## config.mk

```make
export PLATFORM = sky130hd
export DESIGN_NAME = lte_dist
export DESIGN_NICKNAME = d
export VERILOG_FILES = /design/src/hw/rtl/lte_pkg.sv /design/src/hw/rtl/lte_dist.sv
export SDC_FILE = /design/constraint.sdc
export NUM_CORES = 2
export LEC_CHECK = 0
export BUFFER_PORTS_ARGS = -buffer_cell sky130_fd_sc_hd__buf_2
export CAP_MARGIN = 15
export CELL_PAD_IN_SITES_DETAIL_PLACEMENT = 1
export CELL_PAD_IN_SITES_GLOBAL_PLACEMENT = 1
export CORE_MARGIN = 4
export CORE_UTILIZATION = 54
export CTS_CLUSTER_DIAMETER = 40
export CTS_CLUSTER_SIZE = 14
export DETAILED_ROUTE_END_ITERATION = 6
export PLACE_DENSITY_LB_ADDON = 0.1
export SLEW_MARGIN = 15
export SYNTH_ARGS = -nofsm -noshare
export SYNTH_HDL_FRONTEND = slang
export SYNTH_SLANG_ARGS = --single-unit
export TNS_END_PERCENT = 5
```

## constraint.sdc

```tcl
create_clock -name clk -period 20.7 [get_ports clk]
set_input_delay 1.035 -clock clk [delete_from_list [all_inputs] [get_ports clk]]
set_output_delay 1.035 -clock clk [all_outputs]
set_load 0.05 [all_outputs]
```

## src/hw/rtl/lte_pkg.sv

```systemverilog
`default_nettype none
package lte_pkg;

  localparam int TARGET_INPUTS = 5;
  localparam int TS_W          = 64;
  localparam int WORD_W        = 32;
  localparam int PIX_W         = 12;
  localparam int CPP_W         = 16;
  localparam int CM_W          = 28;
  localparam int HALF_W        = 14;
  localparam int SQ_W          = 58;
  localparam int DIST_W        = 29;
  localparam int CNT_W         = 32;
  localparam int LEDC_W        = 3;
  localparam int PRIN_W        = 2;
  localparam int REG_IDX_W     = 3;
  localparam int PADDR_W       = 5;
  localparam int APB_W         = 32;

  localparam logic [REG_IDX_W-1:0] REG_LED_COUNT     = 3'd0;
  localparam logic [REG_IDX_W-1:0] REG_PRINCIPAL_LED = 3'd1;
  localparam logic [REG_IDX_W-1:0] REG_FRAME_WIDTH   = 3'd2;
  localparam logic [REG_IDX_W-1:0] REG_FRAME_HEIGHT  = 3'd3;
  localparam logic [REG_IDX_W-1:0] REG_CM_PER_PIXEL  = 3'd4;

  localparam logic [PRIN_W-1:0] PL_TARGET0 = 2'd0;
  localparam logic [PRIN_W-1:0] PL_RED     = 2'd1;
  localparam logic [PRIN_W-1:0] PL_GREEN   = 2'd2;
  localparam logic [PRIN_W-1:0] PL_BLUE    = 2'd3;

  localparam logic [LEDC_W-1:0] LED_COUNT_RST     = 3'd1;
  localparam logic [PRIN_W-1:0] PRINCIPAL_LED_RST = PL_TARGET0;
  localparam logic [PIX_W-1:0]  FRAME_WIDTH_RST   = 12'd641;
  localparam logic [PIX_W-1:0]  FRAME_HEIGHT_RST  = 12'd481;
  localparam logic [CPP_W-1:0]  CM_PER_PIXEL_RST  = 16'd256;

  typedef struct packed {
    logic            ok;
    logic [CM_W-1:0] x;
    logic [CM_W-1:0] y;
  } lte_spot_t;

  typedef struct packed {
    lte_spot_t spot;
    logic      red;
    logic      green;
    logic      blue;
  } lte_lane_t;

  typedef struct packed {
    logic      bad;
    lte_spot_t pos;
    lte_spot_t red;
    lte_spot_t blue;
  } lte_merge_t;

endpackage
`default_nettype wire

```

## src/hw/rtl/lte_dist.sv

```systemverilog
`default_nettype none
module lte_dist (
  input  wire logic                        clk,
  input  wire logic                        rst_n,
  input  wire logic                        start,
  input  lte_pkg::lte_spot_t               red,
  input  lte_pkg::lte_spot_t               blue,
  output logic                             done_o,
  output logic [lte_pkg::DIST_W-1:0]       root_o
);

  localparam int PROD_W = lte_pkg::CM_W + lte_pkg::HALF_W;

  typedef enum logic [1:0] {D_IDLE, D_MUL, D_SQRT, D_DONE} dstate_t;

  dstate_t                   state_r;
  logic [lte_pkg::CM_W-1:0]  dx_r;
  logic [lte_pkg::CM_W-1:0]  dy_r;
  logic [2:0]                step_r;
  logic [PROD_W-1:0]         prod_r;
  logic                      sh_r;
  logic [lte_pkg::SQ_W-1:0]  acc_r;
  logic [lte_pkg::SQ_W-1:0]  v_r;
  logic [lte_pkg::SQ_W-1:0]  root_r;
  logic [lte_pkg::SQ_W-1:0]  bit_r;

  logic [lte_pkg::CM_W-1:0]   dx_nxt;
  logic [lte_pkg::CM_W-1:0]   dy_nxt;
  logic [lte_pkg::CM_W-1:0]   mcand;
  logic [lte_pkg::HALF_W-1:0] mplier;
  logic [PROD_W-1:0]          prod_nxt;
  logic [lte_pkg::SQ_W-1:0]   addend;
  logic [lte_pkg::SQ_W-1:0]   acc_nxt;
  logic [lte_pkg::SQ_W-1:0]   trial;
  logic                       fits;

  assign dx_nxt   = (red.x > blue.x) ? red.x - blue.x : blue.x - red.x;
  assign dy_nxt   = (red.y > blue.y) ? red.y - blue.y : blue.y - red.y;
  assign mcand    = step_r[1] ? dy_r : dx_r;
  assign mplier   = step_r[0] ? mcand[lte_pkg::CM_W-1:lte_pkg::HALF_W]
                              : mcand[lte_pkg::HALF_W-1:0];
  assign prod_nxt = {{lte_pkg::HALF_W{1'b0}}, mcand} * {{lte_pkg::CM_W{1'b0}}, mplier};
  assign addend   = sh_r ? lte_pkg::SQ_W'({prod_r, {lte_pkg::HALF_W{1'b0}}})
                         : lte_pkg::SQ_W'(prod_r);
  assign acc_nxt  = acc_r + addend;
  assign trial    = root_r + bit_r;
  assign fits     = v_r >= trial;

  always_ff @(posedge clk) begin
    if (!rst_n) begin
      state_r <= D_IDLE;
    end else begin
      case (state_r)
        D_IDLE: begin
          if (start) begin
            dx_r    <= dx_nxt;
            dy_r    <= dy_nxt;
            step_r  <= '0;
            acc_r   <= '0;
            state_r <= D_MUL;
          end
        end
        D_MUL: begin
          // four 28x14 partial products; each registered product is added to acc_r in the step after
          if (step_r != 3'd4) begin
            prod_r <= prod_nxt;
            sh_r   <= step_r[0];
          end
          if (step_r != 3'd0) acc_r <= acc_nxt;
          step_r <= step_r + 3'd1;
          if (step_r == 3'd4) begin
            v_r     <= acc_nxt;
            root_r  <= '0;
            bit_r   <= lte_pkg::SQ_W'(1) << (lte_pkg::SQ_W - 2);
            state_r <= D_SQRT;
          end
        end
        D_SQRT: begin
          if (fits) begin
            v_r    <= v_r - trial;
            root_r <= (root_r >> 1) + bit_r;
          end else begin
            root_r <= root_r >> 1;
          end
          bit_r <= bit_r >> 2;
          if (bit_r[0]) state_r <= D_DONE;
        end
        D_DONE: begin
          state_r <= D_IDLE;
        end
        default: begin
          state_r <= D_IDLE;
        end
      endcase
    end
  end

  assign done_o = (state_r == D_DONE);
  assign root_o = root_r[lte_pkg::DIST_W-1:0];

endmodule
`default_nettype wire

```

==> metrics.md <==
| Metric | Value |
|---|---|
| Outcome | `finished clean` |
| Vias | `35800` |
| Xor and xnor area share after synthesis | `0.0640` |
| Ys flop type | `edfxtp_1` |
| Mapped Cells | `4774` |
| Rel. slew slack | `0.160` |
| Final slew viol count | `0` |
| Aggregate routed wire length | `133 mm` |
| Initial Utilization | `0.546` |
| Post-Synth Simple-Gate Area | `0.152` |
| Clk slew on worst S/H paths | `50 ps` |
| Vias per inst | `6.07` |
| Hold buffers post-CTS | `0` |
| First DRT Iteration DRCs | `1760` |
| Pre-Repair DR Iteration Count | `6` |
| CTS sink cnt | `307` |
| Final HPWL DP | `104 mm` |
| Min-Delay Path Class | `register to register` |
| WHS | `545 ps` |
| CP Data Arrival Time | `9780 ps` |
| Avg WL per Cell | `22.5 µm` |
| Setup violations, final | `0` |
| Crit Path Category | `register to register` |
| Area delta synth->final | `8.62%` |
| Largest net degree at the start of global routing | `85` |
| Yosys top cell area share | `0.220` |
| Setup TNS | `0 ps` |
| Max H-tree Level | `3` |
| TritonCTS clock tree | `done` |
| Clk root buf | `clkbuf_16` |
| Compound-gate portion of the synthesized area | `0.180` |
| Worst R2R Setup Slack | `11260 ps` |
| Placement Rows | `101` |
| Async SR Flop Fraction | `0` |
| Worst-Skew Late Latency | `610 ps` |
| Setup repair after global routing missed its margin | `false` |
| PortBufs | `144` |
| Crit path time final | `9440 ps` |
| IO Pins | `147` |
| Tot GR Track Use | `0.321` |
| Most frequent cells in the layout | `inv_1 (529), nand2_1 (479), nor2_1 (434), ha_1 (395), fa_1 (315)` |
| Global-route wire length before repair | `210 mm` |
| CP required | `21040 ps` |
| Drt drc | `0` |
| Area leader, netlist | `edfxtp_1` |
| Antenna violations before repair | `0` |
| Register-to-Register Path Depth | `26` |
| Reg2reg end | `prod_r[41]` |
| Largest family of logic cells by synthesized area | `adder cells` |
| Antenna-violating nets left | `0` |
| Mux cell area share after synthesis | `0.0389` |
| Synth Net Count | `5602` |
| Launch point of the worst reg-to-reg path | `step_r[1]` |
| WHS Path Cells | `2` |
| Synth Area in Adders | `0.271` |
| N_diodes | `0` |
| Die width | `286 µm` |
| Worst Hold Path EP | `state_r[0]` |
| Final period util | `0.456` |
| FF+latch count, synth | `307` |
| Total CTS buffers | `66` |
| CP Max Fanout | `38` |
| Worst slew pin tran | `1230 ps` |
| Nets@finish | `5636` |
| Number of synthesized flops with an enable pin | `305` |
| Post-CTS sizing | `0` |
| CTS Buffer Depth | `3` |
| Fin. Hold Viols | `0` |
| Die H | `286 µm` |
| CP Capture Type | `register` |
| Area of the core | `76200 µm²` |
| DIE AREA | `81500 µm²` |
| Routability Congestion | `0.944` |
| Ys Warns | `0` |
| Min-delay src | `state_r[0]` |
| Share of cells above drive strength 1 | `0.0928` |
| Fill count | `8962` |
| Post-synthesis sequential area ratio | `0.221` |
| Post-Syn Area per Cell | `8.71 µm²` |
| Cell variety after synth | `92` |
| Max-cap violation count | `0` |
| Top cells by area, synth | `edfxtp_1 (22%), fa_1 (15%), ha_1 (12%)` |
| Post-CTS setup buffers | `0` |
| Vias in the first global route | `38800` |
| Most common cell after layout, fill and taps aside | `inv_1` |
| GR Overflow Total | `0` |
| Clk_skew | `24.8 ps` |
| Crit path launch type | `register` |
| Mapped Area | `41600 µm²` |
| Achievable Freq | `106 MHz` |
## how the worst max path moves through the flow
stage	from	cells past startpoint	end
floorplan	step_r[1]	8	v_r[0]
global placement	step_r[1]	27	prod_r[41]
detailed placement	step_r[1]	26	prod_r[41]
CTS	step_r[1]	26	prod_r[41]
global route	step_r[1]	27	prod_r[41]
finish	step_r[1]	26	prod_r[41]
## critical path, stage by stage (launching register included)
cell,delay [ps]
edfxtp_1,320
buf_4,310
buf_4,540
mux2i_1,470
nand2_1,220
a21boi_4,860
nand2_1,180
fa_1,550
inv_1,50
fa_1,410
fa_1,500
inv_1,80
fa_1,560
fa_1,430
fa_1,510
inv_1,50
ha_1,370
a21o_1,240
a21o_1,210
a211oi_1,430
nor2_1,160
a31oi_1,380
o211ai_1,320
a31o_2,380
a211o_1,300
a31oi_1,190
xnor2_1,100
## kinds of logic after synthesis
logic type                 Yosys count
buffers and inverters              750
DFF                                307
adders and majority gates          711
xor gates and xnor gates           304
and+or+nand+nor                   1388
AOI/OAI and AO/OA                 1164
muxes                              150
## cell type report
type                       count  area (µm²)  share of cell area
inverter                     532        2000              0.0442
clock buffer                  74        1700              0.0377
sequential                   307        9200               0.204
tap                         1030        1290              0.0285
clock inverter                46         510              0.0113
timing repair buffer         184        1020              0.0226
multi-input combinational   3717       29500               0.652
## Yosys cell counts (all sizes together) (8+ instances only)
cell    number
a211o       12
a211oi      50
a21boi      18
a21o       156
a21oi      319
a221oi      10
a31o        20
a31oi       86
a41oi       11
and2       107
and3        32
and4         8
buf         81
clkbuf     137
edfxtp     305
fa         315
ha         396
inv        531
mux2        94
mux2i       56
nand2      479
nand2b      33
nand3       62
nand4       77
nor2       437
nor2b       60
nor3        40
nor4         9
o211ai      31
o21a        31
o21ai      269
o21bai      52
o31a        14
o31ai       17
or3         17
xnor2      155
xor2       149
## registers in the layout, indices dropped and copies added, names as in the netlist
name and count:
dy_r 28, dx_r 28, step_r 3, sh_r 1, bit_r 29, root_r 58, prod_r 42, v_r 58
acc_r 58, state_r 2
## metal layers
| layer | routed length [µm] | GRT usage | vias up | part of all wire |
|---|---|---|---|---|
| met4 | 8590 | 0.180 | 0 | 0.065 |
| met2 | 66600 | 0.578 | 1085 | 0.50 |
| met5 | 0 | 0 | - | 0 |
| li1 | - | - | 16500 | - |
| met3 | 6290 | 0.0387 | 437 | 0.047 |
| met1 | 51200 | 0.371 | 17700 | 0.39 |
## per-stage QoR
| stage | setup WS [ps] | utilization | instances | instance area, µm² |
|---|---|---|---|---|
| global route | 10980 | 0.593 | 5890 | 45200 |
| detailed placement | 11480 | 0.564 | 5770 | 43000 |
| floorplan | 10420 | - | 4774 | 41600 |
| global placement | 11700 | 0.564 | 5770 | 43000 |
| finish | 11260 | 0.593 | 5890 | 45200 |
| CTS | 11420 | 0.593 | 5890 | 45200 |
Power is left out: the tool's default activity adds up to more than one toggle a clock period on the data nets, which glitch-free logic cannot reach.
