<file path="src/hw/rtl/lte_pkg.sv">
`default_nettype none
package lte_pkg;

  localparam int TARGET_INPUTS = 5;
  localparam int TS_W          = 64;
  localparam int WORD_W        = 32;
  localparam int PIX_W         = 12;
  localparam int CPP_W         = 16;
  localparam int CM_W          = 28;
  localparam int HALF_W        = 14;
  localparam int SQ_W          = 58;
  localparam int DIST_W        = 29;
  localparam int CNT_W         = 32;
  localparam int LEDC_W        = 3;
  localparam int PRIN_W        = 2;
  localparam int REG_IDX_W     = 3;
  localparam int PADDR_W       = 5;
  localparam int APB_W         = 32;

  localparam logic [REG_IDX_W-1:0] REG_LED_COUNT     = 3'd0;
  localparam logic [REG_IDX_W-1:0] REG_PRINCIPAL_LED = 3'd1;
  localparam logic [REG_IDX_W-1:0] REG_FRAME_WIDTH   = 3'd2;
  localparam logic [REG_IDX_W-1:0] REG_FRAME_HEIGHT  = 3'd3;
  localparam logic [REG_IDX_W-1:0] REG_CM_PER_PIXEL  = 3'd4;

  localparam logic [PRIN_W-1:0] PL_TARGET0 = 2'd0;
  localparam logic [PRIN_W-1:0] PL_RED     = 2'd1;
  localparam logic [PRIN_W-1:0] PL_GREEN   = 2'd2;
  localparam logic [PRIN_W-1:0] PL_BLUE    = 2'd3;

  localparam logic [LEDC_W-1:0] LED_COUNT_RST     = 3'd1;
  localparam logic [PRIN_W-1:0] PRINCIPAL_LED_RST = PL_TARGET0;
  localparam logic [PIX_W-1:0]  FRAME_WIDTH_RST   = 12'd641;
  localparam logic [PIX_W-1:0]  FRAME_HEIGHT_RST  = 12'd481;
  localparam logic [CPP_W-1:0]  CM_PER_PIXEL_RST  = 16'd256;

  typedef struct packed {
    logic            ok;
    logic [CM_W-1:0] x;
    logic [CM_W-1:0] y;
  } lte_spot_t;

  typedef struct packed {
    lte_spot_t spot;
    logic      red;
    logic      green;
    logic      blue;
  } lte_lane_t;

  typedef struct packed {
    logic      bad;
    lte_spot_t pos;
    lte_spot_t red;
    lte_spot_t blue;
  } lte_merge_t;

endpackage
`default_nettype wire

</file>
<file path="src/hw/rtl/lte_lane.sv">
`default_nettype none
module lte_lane (
  input  wire logic                        clk,
  input  wire logic                        en,
  input  wire logic [lte_pkg::WORD_W-1:0]  word,
  input  wire logic [lte_pkg::PIX_W-1:0]   frame_width,
  input  wire logic [lte_pkg::PIX_W-1:0]   frame_height,
  input  wire logic [lte_pkg::CPP_W-1:0]   cm_per_pixel,
  output lte_pkg::lte_lane_t               lane_o
);

  logic [lte_pkg::PIX_W-1:0] px;
  logic [lte_pkg::PIX_W-1:0] py;
  logic [lte_pkg::PIX_W-1:0] py_inv;
  logic [2:0]                rgb;
  logic                      in_frame;
  logic                      single;
  logic [lte_pkg::CM_W-1:0]  x_cm;
  logic [lte_pkg::CM_W-1:0]  y_cm;
  lte_pkg::lte_lane_t        lane_r;

  assign px       = word[11:0];
  assign py       = word[27:16];
  assign rgb      = word[30:28];
  assign in_frame = (px != '0) && (px <= frame_width) && (py != '0) && (py <= frame_height);
  assign single   = (rgb == 3'b001) || (rgb == 3'b010) || (rgb == 3'b100);
  assign py_inv   = frame_height - py;
  assign x_cm     = {{lte_pkg::CPP_W{1'b0}}, px} * {{lte_pkg::PIX_W{1'b0}}, cm_per_pixel};
  assign y_cm     = {{lte_pkg::CPP_W{1'b0}}, py_inv} * {{lte_pkg::PIX_W{1'b0}}, cm_per_pixel};

  always_ff @(posedge clk) begin
    if (en) begin
      lane_r.spot.ok <= in_frame;
      lane_r.spot.x  <= in_frame ? x_cm : '0;
      lane_r.spot.y  <= in_frame ? y_cm : '0;
      lane_r.red     <= single & rgb[2];
      lane_r.green   <= single & rgb[1];
      lane_r.blue    <= single & rgb[0];
    end
  end

  assign lane_o = lane_r;

endmodule
`default_nettype wire

</file>
<file path="config.mk">
export PLATFORM = sky130hd
export DESIGN_NAME = lte_lane
export DESIGN_NICKNAME = d
export VERILOG_FILES = /design/src/hw/rtl/lte_pkg.sv /design/src/hw/rtl/lte_lane.sv
export SDC_FILE = /design/constraint.sdc
export NUM_CORES = 1
export LEC_CHECK = 0
export ABC_AREA = 1
export BUFFER_PORTS_ARGS = -buffer_cell sky130_fd_sc_hd__buf_2
export CAP_MARGIN = 30
export CORE_AREA = 4 4 163 165
export DETAILED_ROUTE_END_ITERATION = 8
export DIE_AREA = 0 0 167 169
export HOLD_SLACK_MARGIN = 0.03
export PLACE_DENSITY = 0.91
export SLEW_MARGIN = 20
export SYNTH_ARGS = -nofsm -noshare
export SYNTH_HDL_FRONTEND = slang
export SYNTH_SLANG_ARGS = --single-unit
export TNS_END_PERCENT = 5
</file>
<file path="constraint.sdc">
create_clock -name clk -period 11.25 [get_ports clk]
set_input_delay 3.375 -clock clk [delete_from_list [all_inputs] [get_ports clk]]
set_output_delay 3.375 -clock clk [all_outputs]
set_load 0.05 [all_outputs]
</file>
==> results.tsv, run 1 <==
metric	value	unit
tightestPinTransition	0.8650	ns
path_clk_slew	0.05	ns
post_cts_buffers	0	
die-width	167	um
crit_path_start	frame_height[0]	
hold_path.class	primary input to register	
hold_buffers	0	
start_util	66.35	%
min_period	9.238	ns
async_flop_share	0	%
syn_area	0.01661	mm^2
syn_inst	2266	
maxCapViolCount	0	
antenna_cells	0	
core_area	0.02504	mm^2
fin_crit_sh	82.11	%
cp_slowest_cell	fa_1	
die-area	0.02822	mm^2
cts_root_buf	clkbuf_16	
synth_edf_count	60	
grt_pass1_vias	15509	
vias_per_cell	5.393	
status	completed	
hold_viol_final	0	
ys_ff_latch	60	
yosysTopAreaCell	fa_1	
ys_warn_count	0	
ys.flop_type	edfxtp_1	
first_pass_iters	6	
numCtsBuffers	9	
rsz0062_at_grt	false	
drt-total-wl	40930	um
max_freq	0.1083	GHz
crit_type	primary input to register	
cts_tree	yes	
cts.sinks	60	
synth_top_area_share	33.87	%
max_stage_delay	0.56	ns
die_h	169	um
overflow	0	
endpoint	lane_o[24]	
drive_gt1_share	8.038	%
cp-end-kind	register	
finalSetupViolCount	0	
nNetsFinal	2845	
worst_ep_arrival_time	9.29	ns
io_pins	134	
required	11.30	ns
grt_max_degree	58	
syn_nets	2777	
cts_buffer_depth	2	
drc_errors	0	
tns	0	ns
dp_hpwl	33180	um
grt_pass1_wl	69590	um
num_vias	14395	
cts_resized	0	
grt_util_all_layers	29.90	%
yosys-top-cells-area	fa_1, nand2_1, inv_1, ha_1, edfxtp_1	
avgSynthCellArea	7.331	um^2
first_iter_violations	1146	
port-buffer-count	128	
htreeDepth	3	
rows	58	
wire_per_inst	15.33	um
largest_reg_flops	60	
ys_types	31	
yosysMostFrequentCell	nand2_1	
final_max_slew_viol_count	0	
grt_antenna_before_repair	0	
gp_congestion	0.9496	
syn2layout_area_growth	6.485	%
maxSlewHeadroom	42.33	%
start_kind	primary input	
drtAntennaViolNets	0	
ys_seq_area_share	10.85	%
critPathMaxFanout	14	
synthTopCellsByCount	nand2_1, inv_1, fa_1	
critical path, delay by kind of cell:
| kind | cells | cell delay (ns) |
|---|---|---|
| adders and majority gates | 8 | 3.36 |
| and+or+nand+nor | 10 | 1.69 |
| AOI/OAI and AO/OA | 2 | 0.18 |
| buffers and inverters | 7 | 0.67 |
how the worst min path moves through the flow:
stage	cells after the start	slack (ns)	endpoint	startpoint
floorplan	0	3.49	lane_o[0]	en
global placement	2	3.67	lane_o[2]	word[28]
finish	2	3.32	lane_o[2]	word[28]
CTS	2	3.31	lane_o[2]	word[28]
global route	2	3.32	lane_o[2]	word[28]
detailed placement	2	3.68	lane_o[2]	word[28]
cell type report:
class	count	area, um^2
Multi-Input combinational cell	1505	12130
Fill cell	1964	7348
Inverter	627	2354
Sequential cell	60	1802
Timing Repair Buffer	131	663.1
Tap cell	330	412.9
Clock buffer	9	225.2
Clock inverter	7	105.1
metrics by stage:
step	utilization (%)	setup WS, ns	hold slack (ns)	cell area, um^2	std cells
floorplan	-	2.600	3.488	16610	2266
global placement	69.30	1.831	3.668	17350	2652
detailed placement	69.33	1.719	3.676	17360	2653
CTS	70.65	2.080	3.314	17690	2669
global route	70.65	1.728	3.318	17690	2669
finish	70.65	2.012	3.324	17690	2669
routing by layer:
metal	track usage, %	vias up	part of all wire (%)
met5	0	-	0
met4	14.98	0	5.2
met3	4.437	185	7.2
met2	55.23	675	52
met1	33.68	6827	36
li1	-	6708	-
cell usage in the layout (no fill, tap or decap):
| cell | instances |
|---|---|
| or2_2 | 6 |
| xor2_1 | 19 |
| a21oi_2 | 1 |
| or2_1 | 3 |
| ha_1 | 156 |
| bufinv_16 | 3 |
| nor3_1 | 8 |
| clkbuf_16 | 9 |
| o21ai_0 | 3 |
| inv_2 | 5 |
| nand2_2 | 5 |
| a21oi_1 | 60 |
| a31oi_1 | 1 |
| nand4_1 | 16 |
| buf_4 | 3 |
| clkinv_1 | 4 |
| xnor2_1 | 2 |
| edfxtp_1 | 60 |
| inv_1 | 622 |
| nor2_1 | 140 |
| and2_1 | 4 |
| nor2_2 | 25 |
| o21ai_2 | 1 |
| fa_1 | 281 |
| nand3_1 | 103 |
| nor3b_1 | 1 |
| o21bai_1 | 2 |
| a21o_1 | 5 |
| nand2_1 | 657 |
| nand3_2 | 2 |
| buf_2 | 128 |
| nand3b_1 | 4 |
logic make-up after synthesis:
family,count (synthesis),synth area share (%)
XOR/XNOR,21,1.107
flip-flops,60,10.85
buffers and inverters,701,16.15
adder cells (fa/ha/maj),437,45.62
AO/OA/AOI/OAI,73,2.358
AND/OR/NAND/NOR,974,23.92
Power of run 1 is left out: the tool's default activity adds up to more than one toggle a clock period on the data nets, which glitch-free logic cannot reach.
==> run 2, diff against run 1 <==
--- a/config.mk
+++ b/config.mk
@@ -8,11 +8,11 @@
 export ABC_AREA = 1
 export BUFFER_PORTS_ARGS = -buffer_cell sky130_fd_sc_hd__buf_2
 export CAP_MARGIN = 30
-export CORE_AREA = 4 4 163 165
+export CORE_AREA = 4 4 175 177
 export DETAILED_ROUTE_END_ITERATION = 8
-export DIE_AREA = 0 0 167 169
+export DIE_AREA = 0 0 179 181
 export HOLD_SLACK_MARGIN = 0.03
-export PLACE_DENSITY = 0.91
+export PLACE_DENSITY = 0.84
 export SLEW_MARGIN = 20
 export SYNTH_ARGS = -nofsm -noshare
 export SYNTH_HDL_FRONTEND = slang
==> constraint.sdc (replaced) <==
create_clock -name clk -period 7.9 [get_ports clk]
set_input_delay 2.37 -clock clk [delete_from_list [all_inputs] [get_ports clk]]
set_output_delay 2.37 -clock clk [all_outputs]
set_load 0.05 [all_outputs]
==> results.tsv, run 2 (same netlist as run 1, synthesis figures left out) <==
metric	value	unit	change
crit_type	primary input to register		
finalSetupViolCount	0		unchanged
path_buf_inv	9		+2
final_max_slew_viol_count	0		unchanged
mostFrequentLayoutCells	nand2_1, inv_1, fa_1		
wire_per_inst	15.14	um	-1.3%
antenna_cells	0		unchanged
start_util	56.80	%	-9.5 points
multi_input_area	0.01244	mm^2	+2.6%
die_h	181	um	+7.1%
dp_hpwl	34320	um	+3.4%
drc_errors	0		unchanged
rows	63		+8.6%
critPathMaxFanout	5		-9
core_area	0.02924	mm^2	+17%
syn2layout_area_growth	12.74	%	
port-buffer-count	128		unchanged
crit_family	adder cells		
status	completed		
cts_tree	yes		
path_clk_slew	0.06	ns	about the same
overflow	0		unchanged
drive_gt1_share	13.82	%	+5.8 points
start_kind	primary input		
place_area	0.01805	mm^2	+4.0%
max_freq	0.1297	GHz	
die-width	179	um	+7.2%
cts_buffer_depth	2		unchanged
rsz0062_at_grt	true		
worst_ep_arrival_time	7.87	ns	-1.42 ns
die-area	0.03240	mm^2	+15%
cts_root_buf	clkbuf_16		
cts.sinks	60		unchanged
vias_per_cell	5.203		-3.5%
hold_ws	2.323	ns	-1.001 ns
hold_path.class	primary input to register		
drt-total-wl	42610	um	+4.1%
seq_area	0.001802	mm^2	unchanged
stdcell_area	0.01873	mm^2	+5.9%
fin_crit_sh	97.58	%	
grt_pass1_wl	70440	um	+1.2%
gp_congestion	0.9781		+3.0%
final_common_cell	nand2_1		
largest_reg_flops	60		unchanged
first_iter_violations	849		-26%
grt_pass1_vias	15351		-1.0%
fillers	2474		+26%
hold_viol_final	0		unchanged
maxSlewHeadroom	41.85	%	-0.48 points
max_stage_delay	0.52	ns	-0.04 ns
numCtsBuffers	9		unchanged
hold_buffers	0		unchanged
drtAntennaViolNets	0		unchanged
nNetsFinal	2930		+3.0%
maxCapViolCount	0		unchanged
io_pins	134		unchanged
grt_max_degree	41		-29%
cp-end-kind	register		
cp_slowest_cell	fa_1		
first_pass_iters	5		-1
num_vias	14640		+1.7%
htreeDepth	3		unchanged
min_period	7.709	ns	
tightestPinTransition	0.8722	ns	+0.007229 ns
grt_util_all_layers	26.78	%	-3.1 points
grt_antenna_before_repair	0		unchanged
required	8.07	ns	-3.23 ns
-- run 2: cell type report --
| class | instances | area share (%) |
|---|---|---|
| Timing Repair Buffer | 216 | 7.149 |
| Clock buffer | 9 | 1.203 |
| Multi-Input combinational cell | 1505 | 66.43 |
| Sequential cell | 60 | 9.621 |
| Tap cell | 390 | 2.606 |
| Inverter | 627 | 12.63 |
| Clock inverter | 7 | 0.3608 |
-- run 2: final timing paths --
check | startpoint | end | slack [ns] | cells after the start
worst max-delay path | frame_height[0] | lane_o[27] | 0.19 | 29
worst min-delay path | word[30] | lane_o[1] | 2.32 | 2
-- run 2: what timing repair did --
| action | CTS | global route |
|---|---|---|
| gates resized for setup | 0 | 73 |
| endpoints found under the setup margin | 0 | 18 |
| buffers inserted | 0 | 6 |
-- run 2: per-layer routing --
layer  global-route usage, %  vias to the layer above  wire, um
met3                   2.992                      138      2284
met4                   10.35                        0      1715
met2                   49.65                      516     22610
li1                        -                     6877         -
met5                       0                        -         0
met1                   31.32                     7109     16000
-- run 2: stage by stage --
step	worst slack (ns)	util, %	instances	TNS (ns)
floorplan	0.2545	-	2266	0
global placement	-0.2148	61.73	2792	-2.680
detailed placement	-0.2881	61.73	2792	-3.709
CTS	0.06583	62.73	2808	0
global route	-0.05165	64.04	2814	-0.1419
finish	0.1912	64.04	2814	0
Power of run 2 is left out for the same reason.
==> run 3, diff against run 2 <==
--- a/config.mk
+++ b/config.mk
@@ -13,6 +13,7 @@
 export DIE_AREA = 0 0 179 181
 export HOLD_SLACK_MARGIN = 0.03
 export PLACE_DENSITY = 0.84
+export SETUP_SLACK_MARGIN = 0.5
 export SLEW_MARGIN = 20
 export SYNTH_ARGS = -nofsm -noshare
 export SYNTH_HDL_FRONTEND = slang
==> results.tsv, run 3 (same netlist as run 1, synthesis figures left out) <==
metric	value	unit	change
status	completed		
overflow	0		unchanged
finalWorstSetupSlack	0.3995	ns	+0.2083 ns
dp_hpwl	35030	um	+2.1%
die-width	179	um	unchanged
grt_antenna_before_repair	0		unchanged
port-buffer-count	128		unchanged
first_pass_iters	7		+2
hold_path.class	primary input to register		
min_period	7.501	ns	-0.2083 ns
cp-end-kind	register		
first_iter_violations	978		+15%
crit_path_start	frame_height[0]		
hold_ws	2.324	ns	+0.001210 ns
place_area	0.01816	mm^2	+0.63%
cts.sinks	60		unchanged
die-area	0.03240	mm^2	unchanged
max_stage_delay	0.54	ns	+0.02 ns
num_vias	14631		-0.061%
vias_per_cell	5.209		+0.12%
rows	63		unchanged
final_common_cell	nand2_1		
cp_slowest_cell	fa_1		
numCtsBuffers	9		unchanged
drtAntennaViolNets	0		unchanged
start_util	56.80	%	unchanged
hp-start	word[28]		
cts_tree	yes		
nNetsFinal	2926		-0.14%
maxCapViolCount	0		unchanged
critPathMaxFanout	6		+1
maxSlewHeadroom	59.11	%	+17 points
worst_ep_arrival_time	7.68	ns	-0.19 ns
finalSetupViolCount	0		unchanged
largest_reg_flops	60		unchanged
core_area	0.02924	mm^2	unchanged
gp_congestion	0.9422		-3.7%
hold_viol_final	0		unchanged
io_pins	134		unchanged
wire_per_inst	15.18	um	+0.26%
grt_pass1_wl	72880	um	+3.5%
hold_buffers	0		unchanged
path_clk_slew	0.06	ns	about the same
start_kind	primary input		
place_ws	-0.1777	ns	+0.1104 ns
fin_crit_sh	94.94	%	-2.6 points
drt-total-wl	42640	um	about the same
tightestPinTransition	0.6134	ns	-0.2588 ns
rsz0062_at_grt	true		
required	8.08	ns	about the same
drc_errors	0		unchanged
syn2layout_area_growth	14.30	%	
crit_type	primary input to register		
grt_max_degree	41		unchanged
final_max_slew_viol_count	0		unchanged
mostFrequentLayoutCells	nand2_1, inv_1, fa_1		
cts_buffer_depth	2		unchanged
grt_pass1_vias	15789		+2.9%
grt_util_all_layers	27.65	%	+0.88 points
htreeDepth	3		unchanged
max_freq	0.1333	GHz	+2.8%
drive_gt1_share	15.54	%	+1.7 points
stdcell_area	0.01899	mm^2	+1.4%
antenna_cells	0		unchanged
tns	0	ns	unchanged
cts_root_buf	clkbuf_16		
die_h	181	um	unchanged
==> run 3: layer usage <==
layer / vias to the layer above / global-route usage, % / wire, um
met4: 0 / 12.43 / 2082
met1: 7049 / 31.88 / 15720
met3: 162 / 3.997 / 2408
met2: 549 / 50.28 / 22440
li1: 6871 / - / -
met5: - / 0 / 0
==> run 3: worst max-delay path: cells and delay by family <==
| kind | cells | cell delay [ns] |
|---|---|---|
| and+or+nand+nor | 10 | 1.10 |
| buffers and inverters | 9 | 0.55 |
| adders and majority gates | 8 | 3.31 |
| AOI/OAI and AO/OA | 3 | 0.35 |
==> run 3: area by class of cell <==
type / instances / area, um^2
Timing Repair Buffer: 211 / 1343
Clock buffer: 12 / 236.5
Fill cell: 2400 / 10260
Tap cell: 390 / 488.0
Clock inverter: 3 / 15.01
Multi-Input combinational cell: 1505 / 12720
Inverter: 627 / 2376
Timing Repair inverter: 1 / 7.507
Sequential cell: 60 / 1802
==> run 3: per-stage QoR <==
| stage | instances | utilization, % |
|---|---|---|
| 5_1_grt | 2809 | 64.92 |
| 4_1_cts | 2805 | 64.39 |
| 3_3_place_gp | 2778 | 62.11 |
| 6_report | 2809 | 64.92 |
| 3_5_place_dp | 2778 | 62.11 |
| 2_1_floorplan | 2266 | - |
==> run 3: repair_timing <==
| action | 4_1_cts | 5_1_grt |
|---|---|---|
| buffers inserted | 11 | 3 |
| pin swaps | 42 | 28 |
| setup endpoints to repair | 18 | 18 |
| gates resized for setup | 79 | 31 |
| cloned | 1 | 0 |
==> run 3: final timing paths <==
kind         end  slack, ns  depth (start not counted)
max   lane_o[23]       0.40                         30
min    lane_o[2]       2.32                          2
Power of run 3 is left out for the same reason.
